**src/rtl/core/dsd_pkg.sv**
```systemverilog
// Shared types, codes and microprogram for the deck shuffle and deal engine.
package dsd_pkg;

  // Fixed field widths.
  localparam int unsigned CARD_W   = 6;
  localparam int unsigned FUNC_W   = 2;
  localparam int unsigned WORD_W   = 32;
  localparam int unsigned DIVCNT_W = 5;

  // Generator state after reset.
  localparam logic [WORD_W-1:0] RNG_RESET = 32'habcdef01;
  // Count of the last step of the bit-serial remainder.
  localparam logic [DIVCNT_W-1:0] DIV_LAST = 5'd31;

  // Operation codes carried in the request.
  typedef enum logic [FUNC_W-1:0] {
    FUNC_RESEED  = 2'd0,
    FUNC_SHUFFLE = 2'd1,
    FUNC_DEAL    = 2'd2,
    FUNC_NONE    = 2'd3
  } func_t;

  // Request and response payloads.
  typedef struct packed {
    func_t             func;
    logic [WORD_W-1:0] seed_value;
  } req_t;

  typedef struct packed {
    logic [CARD_W-1:0] card;
    logic              deck_empty;
  } rsp_t;

  // Microprogram step addresses.
  typedef enum logic [3:0] {
    U_FETCH   = 4'd0,
    U_DEAL_RD = 4'd1,
    U_DEAL_WR = 4'd2,
    U_SH_INIT = 4'd3,
    U_RNG     = 4'd4,
    U_DIV     = 4'd5,
    U_SWAP_RD = 4'd6,
    U_SWAP_WI = 4'd7,
    U_SWAP_WJ = 4'd8,
    U_SH_DONE = 4'd9
  } upc_t;

  // Sequencing conditions.
  typedef enum logic [2:0] {
    C_GOTO,      // always go to the target
    C_DISPATCH,  // decode the accepted request
    C_WAIT_OUT,  // hold until the response register is free
    C_DIV_LOOP,  // hold until the last remainder step
    C_SWAP_LOOP  // back to the generator step unless the last swap
  } cond_t;

  // One control word of the microprogram.
  typedef struct packed {
    logic  accept;
    logic  rd_deal;
    logic  out_load;
    logic  clear;
    logic  rng_step;
    logic  div_step;
    logic  rd_swap;
    logic  wr_i;
    logic  wr_j;
    logic  rewind;
    cond_t cond;
    upc_t  target;
  } ctl_t;

  // Control store: one word per step.
  function automatic ctl_t ucode(input upc_t pc);
    ctl_t w;
    w = '{default: '0, cond: C_GOTO, target: U_FETCH};
    unique case (pc)
      U_FETCH: begin
        w.accept = 1'b1;
        w.cond   = C_DISPATCH;
      end
      U_DEAL_RD: begin
        w.rd_deal = 1'b1;
        w.target  = U_DEAL_WR;
      end
      U_DEAL_WR: begin
        w.out_load = 1'b1;
        w.cond     = C_WAIT_OUT;
        w.target   = U_FETCH;
      end
      U_SH_INIT: begin
        w.clear  = 1'b1;
        w.target = U_RNG;
      end
      U_RNG: begin
        w.rng_step = 1'b1;
        w.target   = U_DIV;
      end
      U_DIV: begin
        w.div_step = 1'b1;
        w.cond     = C_DIV_LOOP;
        w.target   = U_SWAP_RD;
      end
      U_SWAP_RD: begin
        w.rd_swap = 1'b1;
        w.target  = U_SWAP_WI;
      end
      U_SWAP_WI: begin
        w.wr_i   = 1'b1;
        w.target = U_SWAP_WJ;
      end
      U_SWAP_WJ: begin
        w.wr_j   = 1'b1;
        w.cond   = C_SWAP_LOOP;
        w.target = U_SH_DONE;
      end
      U_SH_DONE: begin
        w.rewind = 1'b1;
        w.target = U_FETCH;
      end
      default: begin
        w.target = U_FETCH;
      end
    endcase
    return w;
  endfunction

  // One xorshift step with shifts 13, 17 and 5.
  function automatic logic [WORD_W-1:0] xorshift(input logic [WORD_W-1:0] s);
    logic [WORD_W-1:0] x;
    x = s ^ (s << 13);
    x = x ^ (x >> 17);
    x = x ^ (x << 5);
    return x;
  endfunction

endpackage

```
**src/rtl/core/deck_shuffle_and_deal.sv**
```systemverilog
// Deck shuffle and deal engine: microcoded sequencer, swap memory and serial remainder.
//
// Usage: requests arrive on req (req_valid/req_ready) as dsd_pkg::req_t.
// func selects reseed, shuffle or deal; seed_value matters only on reseed.
// Only a deal produces a response transaction on rsp (rsp_valid/rsp_ready):
// the next card, or card 0 with deck_empty set once the deck is used up.
// A request is taken only while the sequencer sits in its fetch step.
// Reseed completes in the fetch step that accepts it. A deal passes a read
// step and an output step to its response register. A shuffle runs DECK_SIZE-1
// swaps; each costs one generator step, the bit-serial remainder loop, a read
// and a write of each of the two entries on the single write port of the deck memory.
// The response register frees the request side: a new request is taken while
// a dealt card still waits. A following deal holds in its output step until
// the receiver takes the earlier card.
// Reset loads the generator with its fixed seed, marks every deck entry as
// unwritten (reads back identity order) and rewinds the deal position.
module deck_shuffle_and_deal #(
  parameter int unsigned DECK_SIZE = 52
) (
  input  logic          clk,
  input  logic          rst,
  input  logic          req_valid,
  output logic          req_ready,
  input  dsd_pkg::req_t req,
  output logic          rsp_valid,
  input  logic          rsp_ready,
  output dsd_pkg::rsp_t rsp
);

  localparam int unsigned IDX_W = (DECK_SIZE > 1) ? $clog2(DECK_SIZE) : 1;
  localparam int unsigned POS_W = $clog2(DECK_SIZE + 1);

  // Sequencer state.
  dsd_pkg::upc_t upc;
  dsd_pkg::upc_t upc_next;
  dsd_pkg::ctl_t ctl;

  // Datapath registers.
  logic [dsd_pkg::WORD_W-1:0]   rng;
  logic [dsd_pkg::WORD_W-1:0]   dividend;
  logic [IDX_W-1:0]             rem;
  logic [dsd_pkg::DIVCNT_W-1:0] div_cnt;
  logic [IDX_W-1:0]             idx_i;
  logic [POS_W-1:0]             deal_pos;

  // Deck memory with per-entry written flags.
  logic [dsd_pkg::CARD_W-1:0] mem [DECK_SIZE];
  logic [DECK_SIZE-1:0]       written;
  logic [dsd_pkg::CARD_W-1:0] rd_a;
  logic [dsd_pkg::CARD_W-1:0] rd_b;
  logic                       va;
  logic                       vb;
  logic [IDX_W-1:0]           addr_a_q;
  logic [IDX_W-1:0]           addr_b_q;

  logic                       deck_empty;
  logic [IDX_W-1:0]           addr_a;
  logic                       rd_en;
  logic [dsd_pkg::CARD_W-1:0] card_a;
  logic [dsd_pkg::CARD_W-1:0] card_b;
  logic                       wr_en;
  logic [IDX_W-1:0]           wr_addr;
  logic [dsd_pkg::CARD_W-1:0] wr_data;
  logic [IDX_W:0]             divisor;
  logic [IDX_W:0]             trial;
  logic                       out_free;
  logic                       req_fire;

  // Control word of the current step.
  always_comb begin
    ctl = dsd_pkg::ucode(upc);
  end

  assign req_ready  = ctl.accept;
  assign req_fire   = req_valid && ctl.accept;
  assign out_free   = !rsp_valid || rsp_ready;
  assign deck_empty = (deal_pos == POS_W'(DECK_SIZE));

  // Next step of the sequencer.
  always_comb begin
    upc_next = upc;
    unique case (ctl.cond)
      dsd_pkg::C_GOTO: begin
        upc_next = ctl.target;
      end
      dsd_pkg::C_DISPATCH: begin
        if (req_valid) begin
          unique case (req.func)
            dsd_pkg::FUNC_SHUFFLE: upc_next = dsd_pkg::U_SH_INIT;
            dsd_pkg::FUNC_DEAL:    upc_next = dsd_pkg::U_DEAL_RD;
            default:               upc_next = dsd_pkg::U_FETCH;
          endcase
        end
      end
      dsd_pkg::C_WAIT_OUT: begin
        if (out_free) begin
          upc_next = ctl.target;
        end
      end
      dsd_pkg::C_DIV_LOOP: begin
        if (div_cnt == dsd_pkg::DIV_LAST) begin
          upc_next = ctl.target;
        end
      end
      dsd_pkg::C_SWAP_LOOP: begin
        upc_next = (idx_i == IDX_W'(1)) ? ctl.target : dsd_pkg::U_RNG;
      end
      default: begin
        upc_next = dsd_pkg::U_FETCH;
      end
    endcase
  end

  always_ff @(posedge clk) begin
    if (rst) begin
      upc <= dsd_pkg::U_FETCH;
    end else begin
      upc <= upc_next;
    end
  end

  // Generator: reseed on request, one xorshift step per swap.
  always_ff @(posedge clk) begin
    if (rst) begin
      rng <= dsd_pkg::RNG_RESET;
    end else if (req_fire && req.func == dsd_pkg::FUNC_RESEED) begin
      rng <= rng ^ (req.seed_value | dsd_pkg::WORD_W'(1));
    end else if (ctl.rng_step) begin
      rng <= dsd_pkg::xorshift(rng);
    end
  end

  // Bit-serial remainder of the random word by i+1, one dividend bit a cycle.
  assign divisor = {1'b0, idx_i} + (IDX_W + 1)'(1);
  assign trial   = {rem, dividend[dsd_pkg::WORD_W-1]};

  always_ff @(posedge clk) begin
    if (ctl.rng_step) begin
      dividend <= dsd_pkg::xorshift(rng);
      rem      <= '0;
      div_cnt  <= '0;
    end else if (ctl.div_step) begin
      dividend <= {dividend[dsd_pkg::WORD_W-2:0], 1'b0};
      div_cnt  <= div_cnt + dsd_pkg::DIVCNT_W'(1);
      if (trial >= divisor) begin
        rem <= IDX_W'(trial - divisor);
      end else begin
        rem <= trial[IDX_W-1:0];
      end
    end
  end

  // Swap index: starts at the top entry and counts down after each swap.
  always_ff @(posedge clk) begin
    if (ctl.clear) begin
      idx_i <= IDX_W'(DECK_SIZE - 1);
    end else if (ctl.wr_j) begin
      idx_i <= idx_i - IDX_W'(1);
    end
  end

  // Deal position.
  always_ff @(posedge clk) begin
    if (rst) begin
      deal_pos <= '0;
    end else if (ctl.rewind) begin
      deal_pos <= '0;
    end else if (ctl.out_load && out_free && !deck_empty) begin
      deal_pos <= deal_pos + POS_W'(1);
    end
  end

  // Memory port selection.
  assign rd_en   = ctl.rd_deal || ctl.rd_swap;
  assign addr_a  = ctl.rd_deal ? (deck_empty ? '0 : deal_pos[IDX_W-1:0]) : idx_i;
  assign wr_en   = ctl.wr_i || ctl.wr_j;
  assign wr_addr = ctl.wr_i ? addr_a_q : addr_b_q;
  assign wr_data = ctl.wr_i ? card_b : card_a;

  // An entry never written since the last clear reads as its own index.
  assign card_a = va ? rd_a : dsd_pkg::CARD_W'(addr_a_q);
  assign card_b = vb ? rd_b : dsd_pkg::CARD_W'(addr_b_q);

  // Deck memory: one write port, two registered read ports.
  always_ff @(posedge clk) begin
    if (wr_en) begin
      mem[wr_addr] <= wr_data;
    end
    if (rd_en) begin
      rd_a     <= mem[addr_a];
      rd_b     <= mem[rem];
      va       <= written[addr_a];
      vb       <= written[rem];
      addr_a_q <= addr_a;
      addr_b_q <= rem;
    end
  end

  always_ff @(posedge clk) begin
    if (rst) begin
      written <= '0;
    end else if (ctl.clear) begin
      written <= '0;
    end else if (wr_en) begin
      written[wr_addr] <= 1'b1;
    end
  end

  // Response register.
  always_ff @(posedge clk) begin
    if (rst) begin
      rsp_valid <= 1'b0;
    end else if (ctl.out_load && out_free) begin
      rsp_valid <= 1'b1;
    end else if (rsp_ready) begin
      rsp_valid <= 1'b0;
    end
  end

  always_ff @(posedge clk) begin
    if (ctl.out_load && out_free) begin
      rsp.card       <= deck_empty ? '0 : card_a;
      rsp.deck_empty <= deck_empty;
    end
  end

`ifndef SYNTHESIS
  // An empty-deck response always carries card zero.
  a_empty_card: assert property (@(posedge clk) disable iff (rst)
    rsp_valid && rsp.deck_empty |-> rsp.card == '0)
    else $error("empty deck response with nonzero card");

  // The swap partner never lies above the swap index.
  a_swap_range: assert property (@(posedge clk) disable iff (rst)
    upc == dsd_pkg::U_SWAP_RD |-> rem <= idx_i)
    else $error("swap partner out of range");

  // The deal position never passes the deck size.
  a_pos_bound: assert property (@(posedge clk) disable iff (rst)
    deal_pos <= POS_W'(DECK_SIZE))
    else $error("deal position past deck size");

  // A finished shuffle leaves the deal position rewound.
  a_rewind: assert property (@(posedge clk) disable iff (rst)
    upc == dsd_pkg::U_SH_DONE |=> deal_pos == '0)
    else $error("deal position not rewound after shuffle");
`endif

endmodule

```
**config.mk**
```make
export PLATFORM = sky130hd
export DESIGN_NAME = deck_shuffle_and_deal
export DESIGN_NICKNAME = d
export VERILOG_FILES = /design/src/rtl/core/dsd_pkg.sv /design/src/rtl/core/deck_shuffle_and_deal.sv
export SDC_FILE = /design/constraint.sdc
export NUM_CORES = 1
export LEC_CHECK = 0
export BUFFER_PORTS_ARGS = -buffer_cell sky130_fd_sc_hd__buf_4
export CORE_MARGIN = 5
export CORE_UTILIZATION = 65
export DETAILED_ROUTE_END_ITERATION = 8
export PLACE_DENSITY_LB_ADDON = 0.2
export RECOVER_POWER = 50
export SETUP_SLACK_MARGIN = 0.4
export SLEW_MARGIN = 20
export SYNTH_ARGS = -nofsm -noshare
export SYNTH_HDL_FRONTEND = slang
export SYNTH_SLANG_ARGS = --single-unit
```
**constraint.sdc**
```tcl
create_clock -name clk -period 11.3 [get_ports clk]
set_input_delay 1.13 -clock clk [delete_from_list [all_inputs] [get_ports clk]]
set_output_delay 1.13 -clock clk [all_outputs]
set_load 0.03 [all_outputs]
```
[Word-level counts from Yosys, hierarchy flattened]
Memories as Yosys holds them, arrays and structs flattened. A register that Yosys moved wholly into a read port is not among the register bits.
Index checks and enable logic that the tools add are counted.
Storage, ports and cells
  bits of input ports: 38
  memory bits (writable): 312
  bits in latches: 0
  memory bits (read-only): 0
  register bits: 165
  memories kept: 1
  output and inout bits: 9
  word-level logic and storage cells: 110
Memories
  mem: words 52, bits a word 6, read ports 2, clocked after memory_dff 2, write ports 1, RTL line deck_shuffle_and_deal.sv:47  | logic [dsd_pkg::CARD_W-1:0] mem [DECK_SIZE];
Cells by class
  reduce and logical (&&, ||, !) cells: 19
  $mul: 0
  bitwise gates (word level): 5
  shift-type cells: 0
  equality and inequality tests: 21
  div/mod/pow operators: 0
  magnitude comparators: 5
  mux-type cells: 39
  add/sub/neg operators: 5
Operator list (number)
  $mux W32: 4
  $xor A32 B32 Y32: 3
  $or A52 B52 Y52: 1
  $mux W6: 7
  $xor A32 B15 Y32: 1
  $pmux W4 S7: 1
  $lt A6 B7 Y1 const B: 3
  $pmux W4 S5: 1
  $mux W1: 17
  $eq A4 B3 Y1 const B: 4
  $mux W4: 4
  $bmux W1 S6: 2
  $pmux W3 S4: 1
  $eq A4 B2 Y1 const B: 2
  $eq A4 B4 Y1 const B: 2
  $add A6 B1 Y7 const B: 1
  $ge A7 B7 Y1: 1
  $add A6 B1 Y6 const B: 1
  $demux W1 S6: 1
  $eq A3 B2 Y1 const B: 2
  $eq A6 B1 Y1 const B: 1
  $eq A6 B6 Y1 const B: 1
  $ge A6 B1 Y1 const B: 1
  $ne A2 B2 Y1 const B: 3
  other kinds (19): 29

[Logic depth before layout (Yosys ltp)]
  word-level depth: 8
  gate-level depth with buffers: 13
  mapped depth without buffers: 11

[Worst setup path after synthesis]
OpenSTA, ideal clock, no wires.
  path kind: register to register
  start point: register upc[2]
  end point: memory mem[0][0] (netlist name), data pin
  stages on the path, launching flop included: 8
  data arrival time: 3.068 ns
  setup time: 0.484 ns
  path slack: 7.748 ns
  data required time: 10.816 ns
  clock period less this slack: 3.552 ns
  cells stage by stage: dfxtp_1 -> clkbuf_1 -> nand4b_1 -> clkbuf_1 -> clkbuf_1 -> buf_1 -> a211oi_1 -> a21oi_1
On the way
  cells in the longest elaborated chain, start to end: 3
Ends and longest elaborated chain
  start: declaration: RTL line deck_shuffle_and_deal.sv:34  | dsd_pkg::upc_t upc;
  start signal: assignment: RTL line deck_shuffle_and_deal.sv:116  | upc <= dsd_pkg::U_FETCH;
  start signal: assignment: RTL line deck_shuffle_and_deal.sv:118  | upc <= upc_next;
  $eq A4 B3 Y1: RTL line dsd_pkg.sv:77  | unique case (pc)
  $mux W1: RTL line dsd_pkg.sv:77
  $mux W6: RTL line deck_shuffle_and_deal.sv:178  | assign wr_data = ctl.wr_i ? card_b : card_a;
  net wr_data, one bit: RTL line deck_shuffle_and_deal.sv:63  | logic [dsd_pkg::CARD_W-1:0] wr_data;
  end: declaration: RTL line deck_shuffle_and_deal.sv:47
The timed path passes the listed nets, and every way through them passes these cells.

==> out/metrics.cfg <==
[setup_path]
setup.worst_path.end_class=flop
cp-start-kind=flop
worstSetupPathType=reg2reg
crit_buf_inv=1
path_cells=clkbuf_1 > mux4_2 > mux4_2 > mux4_2
critPathSlowestCell=clkbuf_1
r2r_start=rem[1]$_SDFFE_PN0N_
critPathArrivalTime_ns=6.29
path_max_fanout=67
ff2ff_path_depth=4
worstPathRequired_ns=11.62
crit_top_cell=mux4_2
cpPeakStageDelay_ns=3.26
critical_path.top_delay_family=buffers and inverters
r2r_setup_slack_ns=5.34
r2r-end=rd_b[3]$_DFFE_PP_

[power]
leakagePower_nw=8.78
power_density_mw_per_mm2=240
pwr-share-comb=0.373
p_int_mw=4.03
p_sw_frac=0.363
power_frac_clock=0.262
ir_worst_vdd_mv=0.150
switching_power_mw=2.29
power_frac_seq=0.365

[timing]
setup_viol=0
period_needed_ns=5.96
slew_viol_final=628
rsz0062_at_grt=false
slew_headroom=-2.08
finalHoldViolations=0
layout_setup_ws_ns=5.34
skew_ns=0.0177
holdWs_ns=0.477
tightest_slew_ns=4.63
finalSetupTns_ns=0
post-route-period-util=0.528
fmax_mhz=168

[synthesis]
synth_area_per_cell_um2=12.9
synth_warnings=0
synth_edf_count=377
syn_area_mm2=0.0241
syn_inst=1872
syn_nets=1927
synth-main-ff-cell=edfxtp_1
seq_area_frac_synth=0.563
synthDistinctLibCells=73
async_flop_share=0
synth-seq-cells=489

[worst_hold_path]
hold_class=reg2reg
hp-start=written[30]$_SDFFE_PP0P_
min_to=written[30]$_SDFFE_PP0P_
holdPathStages=1

[global_route]
grt_max_degree=68
overflow=0
antenna_found_initial=2
groute.usage.overall=0.331
first_global_vias=16800
grt_pass1_wl_mm=103

[clock_network]
cts_buffers=50
clk_pin_slew_ns=0.06
clk_latency_ns=0.61
clock-sinks=489
cts.repair_timing.setup_buffer_count=0
clock_path_buffers=3
cts-resized-gates=0
cts_hold_buf=0
ctsRootBufferMaster=clkbuf_16
cts_tree=built
cts-htree-levels=2

[floorplan]
die_h_um=203
design.die.area_mm2=0.0410
num_rows=70
die_width_um=203
start_util=0.658
ios=47
fp.coreArea_mm2=0.0366

[layout]
mostFrequentLayoutCells=edfxtp_1 (377), nand2_1 (166), mux4_2 (119), nor2_1 (113), dfxtp_1 (110)
final_common_cell=edfxtp_1
multi_input_area_mm2=0.00994
area.sequential_mm2=0.0136
drive_gt1_frac=0.161
fin_util=0.720
synthToLayoutAreaGrowth_pct=9.38
nFillCells=2423
num-nets-final=1929
final_cells=2385

[detailed_routing]
ant_nets=0
remaining_drc_errors=0
routed_wl_mm=68.9
vias=17300
routedWlPerCell_um=28.9
first_pass_iters=6
drt_iter0_markers=2463
via_per_inst=7.26

[run_status]
status=finished, violations left
violations=capacitance limit, slew limit

[place]
place.gp.congestion=0.905
dp.cells=2289
pre_cts_ws_ns=6.32
dp_hpwl_mm=44.0
io_buffers=45

[flow_run]
maxCapViolCount=16

-- power groups by stage --
stage                     Sequential [mW]  Clock, mW  Combinational [mW]
after global routing                 2.32       1.75                2.45
after floorplan                      2.26          0                1.64
final                                2.31       1.65                2.36
after global placement               2.33          0                2.19
after detailed placement             2.33          0                2.25
after CTS                            2.29       1.66                2.27
-- worst max path at each step --
| stage | startpoint | end | slack [ns] | depth (start not counted) |
|---|---|---|---|---|
| 5_1_grt | rem[1]$_SDFFE_PN0N_ | vb$_DFFE_PP_ | 5.39 | 4 |
| 2_1_floorplan | upc[2]$_SDFFE_PP0P_ | mem[0][0]$_DFFE_PP_ | 7.75 | 7 |
| 4_1_cts | upc[0]$_SDFFE_PP0P_ | rd_a[4]$_DFFE_PP_ | 6.28 | 10 |
| 3_3_place_gp | upc[0]$_SDFFE_PP0P_ | rd_a[4]$_DFFE_PP_ | 6.45 | 10 |
| 6_report | rem[1]$_SDFFE_PN0N_ | rd_b[3]$_DFFE_PP_ | 5.34 | 4 |
| 3_5_place_dp | upc[0]$_SDFFE_PP0P_ | rd_a[4]$_DFFE_PP_ | 6.32 | 10 |
-- cells by family (layout without fill, tap and decap cells) --
family,Yosys count,in the layout,synth area share
AOI/OAI and AO/OA,427,427,0.125
adders and majority gates,17,17,0.00914
buffers and inverters,155,199,0.0295
muxes,189,189,0.140
and+or+nand+nor,500,500,0.0982
xor gates and xnor gates,95,95,0.0345
other,0,1,0
DFF,489,489,0.563
-- final cells by class --
type,count,area share
antenna,1,0.0000949
clock buffer,67,0.0525
clock inverter,27,0.00968
inverter,20,0.00294
multi-input combinational,1228,0.377
sequential,489,0.515
tap,468,0.0222
timing repair buffer,85,0.0208
-- synthesized netlist by cell type, types with 13 or more instances --
master | number | area [µm²]
xnor2_1 | 52 | 455
nand3_1 | 62 | 310
a31o_2 | 14 | 123
nand2b_1 | 18 | 113
edfxtp_1 | 377 | 11300
mux2i_1 | 66 | 661
nor3_1 | 13 | 65.1
clkbuf_1 | 88 | 330
a21o_1 | 14 | 105
nor2b_1 | 13 | 81.3
inv_1 | 17 | 63.8
a21oi_1 | 47 | 235
o21a_1 | 60 | 450
mux4_2 | 119 | 2680
a31oi_1 | 25 | 156
a211oi_1 | 73 | 548
and3_1 | 67 | 419
nand2_1 | 167 | 627
nor2_1 | 116 | 435
o21ai_0 | 82 | 410
ha_1 | 16 | 200
o221ai_1 | 16 | 140
dfxtp_1 | 112 | 2240
xor2_1 | 43 | 377
buf_1 | 20 | 75.1
-- worst register-to-register path, cell delays in order, from the launching register on --
cell	delay [ns]
dfxtp_4	0.65
clkbuf_1	3.30
mux4_2	0.70
mux4_2	0.52
mux4_2	0.53
-- metrics by stage --
step           power [mW]  cell area (µm²)
2_1_floorplan        3.90            24100
3_3_place_gp         4.52            24800
3_5_place_dp         4.58            24800
4_1_cts              6.22            26500
5_1_grt              6.52            26400
6_report             6.32            26400
-- sequential cells by signal (all words and copies together) (netlist names), 5 cells and up --
| signal | count |
|---|---|
| addr_a_q | 6 |
| written | 52 |
| mem | 312 |
| addr_b_q | 6 |
| idx_i | 6 |
| div_cnt | 5 |
| rem | 6 |
| deal_pos | 6 |
| rd_b | 6 |
| rng | 32 |
| dividend | 32 |
| rsp | 7 |
| rd_a | 6 |
-- metal layers --
layer  vias up  GRT usage  part of all wire
met2      1299      0.511              0.45
li1       7305          -                 -
met1      8432      0.437              0.35
met5         -          0           0.00028
met3       272      0.103              0.14
met4         4      0.152             0.059
Note: power is estimated with default switching activity, not from simulation.
